**src/rtl/tcgr_rem_unit.sv**
```systemverilog
module tcgr_rem_unit #(
   parameter int DW = 14,
   parameter int VW = 8
) (
   input  logic          clock,
   input  logic          reset,
   input  logic          start,
   input  logic [DW-1:0] dividend,
   input  logic [VW-1:0] divisor,
   output logic          done,
   output logic [VW-1:0] remainder
);
   localparam int CNW = $clog2(DW + 1);

   logic [VW-1:0]  rem_ff, rem_in;
   logic [DW-1:0]  dvd_ff, dvd_in;
   logic [VW-1:0]  dsr_ff, dsr_in;
   logic [CNW-1:0] cnt_ff, cnt_in;
   logic           busy_ff, busy_in;
   logic           done_ff, done_in;
   logic [VW:0]    trial;

   always_comb begin
      rem_in  = rem_ff;
      dvd_in  = dvd_ff;
      dsr_in  = dsr_ff;
      cnt_in  = cnt_ff;
      busy_in = busy_ff;
      done_in = 1'b0;
      trial   = {rem_ff, dvd_ff[DW-1]};
      if (start) begin
         rem_in  = '0;
         dvd_in  = dividend;
         dsr_in  = divisor;
         cnt_in  = CNW'(DW);
         busy_in = 1'b1;
      end else if (busy_ff) begin
         // one restoring step per cycle
         if (trial >= {1'b0, dsr_ff}) begin
            rem_in = VW'(trial - {1'b0, dsr_ff});
         end else begin
            rem_in = VW'(trial);
         end
         dvd_in = {dvd_ff[DW-2:0], 1'b0};
         cnt_in = cnt_ff - CNW'(1);
         if (cnt_ff == CNW'(1)) begin
            busy_in = 1'b0;
            done_in = 1'b1;
         end
      end
   end

   always_ff @(posedge clock) begin
      if (reset) begin
         busy_ff <= 1'b0;
         done_ff <= 1'b0;
         cnt_ff  <= '0;
      end else begin
         busy_ff <= busy_in;
         done_ff <= done_in;
         cnt_ff  <= cnt_in;
      end
   end

   always_ff @(posedge clock) begin
      rem_ff <= rem_in;
      dvd_ff <= dvd_in;
      dsr_ff <= dsr_in;
   end

   assign done      = done_ff;
   assign remainder = rem_ff;
endmodule

```
**config.mk**
```make
export PLATFORM = sky130hd
export DESIGN_NAME = tcgr_rem_unit
export DESIGN_NICKNAME = d
export VERILOG_FILES = /design/src/rtl/tcgr_rem_unit.sv
export SDC_FILE = /design/constraint.sdc
export NUM_CORES = 1
export LEC_CHECK = 0
export BUFFER_PORTS_ARGS = -buffer_cell sky130_fd_sc_hd__buf_4
export CAP_MARGIN = 10
export CELL_PAD_IN_SITES_DETAIL_PLACEMENT = 1
export CELL_PAD_IN_SITES_GLOBAL_PLACEMENT = 1
export CORE_MARGIN = 3
export CORE_UTILIZATION = 39
export DETAILED_ROUTE_END_ITERATION = 16
export PLACE_DENSITY = 0.84
export SLEW_MARGIN = 5
export SYNTH_ARGS = -nofsm -noshare
export SYNTH_HDL_FRONTEND = slang
export SYNTH_SLANG_ARGS = --single-unit
```
**constraint.sdc**
```tcl
create_clock -name clock -period 2.02 [get_ports clock]
set_clock_uncertainty 0.1 [all_clocks]
set_input_delay 0.404 -clock clock [delete_from_list [all_inputs] [get_ports clock]]
set_output_delay 0.404 -clock clock [all_outputs]
set_load 0.02 [all_outputs]
```
==> results.toml <==
[routing]
vias_per_cell = 5.42
num_vias = 1680
initial_drc_count = 89
wirelength_mm = 5.84
wl_per_cell_um = 18.8
drc = 0
ant_nets = 0
detailedRoute.firstPassIterationCount = 4

[timing]
rsz0062_at_grt = "yes"
final.setup.tns_ps = -775
setup_viol = 8
max_slew.worst_pin.slew_ps = 390
max_freq_mhz = 453
finalWorstSetupSlack_ps = -190
drv_slew = 0
max-slew-margin-rel_pct = 74.0
final_hold_vio_count = 0
tcrit_tclk_final_pct = 109
final_period_minus_worst_setup_slack_ps = 2210

[synthesis]
fraction_of_the_yosys_area_taken_by_sequential_cells_pct = 49.3
avgSynthCellArea_um2 = 11.0
yosys_most_used_dff = "edfxtp_1"
synthDistinctLibCells = 45
synth_async_sr_flop_share_pct = 0
synth-edff-count = 22
ys.warnings.count = 0
syn-num-nets = 210
syn_inst = 174
synth-seq-cells = 36
netlist_area_mm2 = 0.00191

[pwr]
power_per_cell_area_mw_per_mm2 = 768
p_leak_nw = 1.12
max-vdd-ir-drop_v = 0.000440
post-layout-total-power_mw = 2.13

[critical_path]
cp_max_fo = 3
worst_path_max_delay_cell = "fa_2"
worst_path_largest_cell_delay_ps = 390
start_point_of_the_critical_path = "dvd_ff[13]"
critPathArrivalTime_ps = 2310
timing.critical_path.required_ps = 2120
r2r_slack_ps = -190
critical_path_class = "flip-flop to flip-flop"
setup.worst_path.end_class = "flip-flop"
timing.rr.start = "dvd_ff[13]"
critPathCapture = "remainder[6]"
r2r-end = "remainder[6]"
timing.critical_path.from_type = "flip-flop"
timing.critical_path.cells = "inv_1 > ha_2 > fa_2 > nand2b_4 > a2111o_1 > o311ai_2 > o21ai_1 > a311oi_1"
rr_worst_depth = 8

[floorplan]
die_area_mm2 = 0.00577
die_height_um = 76.0
rows = 24
floorplan.die.width_um = 76.0
core-area_mm2 = 0.00453
io_pins = 34
starting_density_of_the_core_pct = 42.1

[clocking]
clk_pin_slew_worst_paths_ps = 70
cts.root.buffer_cell = "clkbuf_8"
tritoncts = "yes"
clock_sink_count = 36
insertion_delay_ps = 290
cts-buffers-inserted = 5
cts-htree-levels = 2
max-clock-path-buffers = 2

[layout]
final_common_cell = "buf_4"
postLayoutCoreUtil_pct = 61.0
fin_nets = 280
antenna_cells_inserted = 0
mostFrequentLayoutCells = "buf_4 (65), edfxtp_1 (22), mux2_2 (13)"
nFillCells = 494
synthToLayoutAreaGrowth_pct = 44.9
drive_above_1_share_pct = 50.2

[run]
maximum_capacitance_violations = 0

[status]
violations = "negative setup slack"
run_status = "complete, but fails checks"

[place]
dp_hpwl_mm = 3.88
gpl.final_weighted_congestion = 0.871
io_buffer_count = 33

[global_route]
grt_start_max_net_pins = 20
grt_antenna_before_repair = 0
global_route_wire_length_before_repair_mm = 8.54
first_global_vias = 1788
groute.usage.overall_pct = 18.5
grt.overflow.total = 0

[hold_path]
worstHoldPathType = "primary input to flip-flop"
worst min-delay path by stage:
stage / cells past startpoint / slack [ps] / startpoint / end
CTS: 1 / 180 / divisor[3] / dsr_ff[3]
finish: 1 / 180 / divisor[6] / dsr_ff[6]
global placement: 1 / 430 / dvd_ff[10] / dvd_ff[11]
detailed placement: 1 / 440 / dvd_ff[3] / dvd_ff[4]
floorplan: 2 / 360 / busy_ff / done
global route: 1 / 180 / divisor[6] / dsr_ff[6]
kinds of logic after synthesis:
group	share of synthesized area (%)
buffers and inverters	3.93
muxes	7.67
and+or+nand+nor	12.3
DFF	49.3
AOI/OAI and AO/OA	17.0
xor gates and xnor gates	2.29
adders and majority gates	7.60
critical path: cells and delay by family (launching register included):
| family | cells | cell delay (ps) |
|---|---|---|
| compound gates | 4 | 830 |
| fa+ha+maj | 2 | 600 |
| buf+inv | 1 | 70 |
| flops | 1 | 360 |
| simple gates | 1 | 160 |
registers in the layout, summed over array words and instances (netlist names):
signal,cells
done,1
remainder,8
busy_ff,1
dvd_ff,14
dsr_ff,8
cnt_ff,4
report_power, final:
group / leakage, nW / internal (mW) / switching (mW)
clock: 0.0422 / 0.242 / 0.260
combinational: 0.741 / 0.347 / 0.380
sequential: 0.338 / 0.860 / 0.0369
cell type report:
cell class	count	area, µm²	area share, %
multi-input combinational	118	1070	38.9
clock buffer	7	76.3	2.76
tap	65	81.3	2.94
clock inverter	1	5.00	0.181
timing repair buffer	68	522	18.9
inverter	15	56.3	2.04
sequential	36	951	34.4
layer usage:
layer	vias to the layer above	track usage, %	wire length (µm)
met2	43	32.7	3120
li1	790	-	-
met3	15	4.61	232
met1	832	21.3	2350
met4	0	7.79	141
met5	-	0	0
synth_stat cells (2+ instances only):
| master | instances | area (µm²) |
|---|---|---|
| o21ai_0 | 12 | 60.1 |
| a2111o_1 | 2 | 22.5 |
| nor2_1 | 9 | 33.8 |
| nor4_1 | 2 | 12.5 |
| nand2b_1 | 3 | 18.8 |
| nor3_1 | 3 | 15.0 |
| nor3b_1 | 2 | 15.0 |
| a31o_1 | 2 | 17.5 |
| nand3_1 | 6 | 30.0 |
| and3_1 | 2 | 12.5 |
| a211oi_1 | 2 | 15.0 |
| xnor2_1 | 4 | 35.0 |
| dfxtp_1 | 14 | 280 |
| o21a_1 | 2 | 15.0 |
| inv_1 | 13 | 48.8 |
| clkinv_1 | 2 | 7.51 |
| a21oi_1 | 10 | 50.1 |
| clkbuf_1 | 4 | 15.0 |
| nand2_1 | 8 | 30.0 |
| edfxtp_1 | 22 | 661 |
| a21o_1 | 2 | 15.0 |
| ha_1 | 10 | 125 |
| a311oi_1 | 4 | 35.0 |
| mux2_2 | 13 | 146 |
repair_timing:
| action | CTS | global route |
|---|---|---|
| setup endpoints to repair | 8 | 8 |
| hold buffers | 0 | 0 |
| setup buffers | 1 | 1 |
| pin swaps | 3 | 9 |
| resized for setup | 9 | 18 |
per-stage QoR:
step                std cells  cell area [µm²]  hold WS [ps]  setup WS, ps
CTS                       309             2670           179          -160
finish                    310             2770           182          -190
global placement          300             2550           427          -105
detailed placement        300             2550           437          -147
floorplan                 174             1990           358         -43.3
global route              310             2770           175          -295
(Power assumes the default switching activity.)
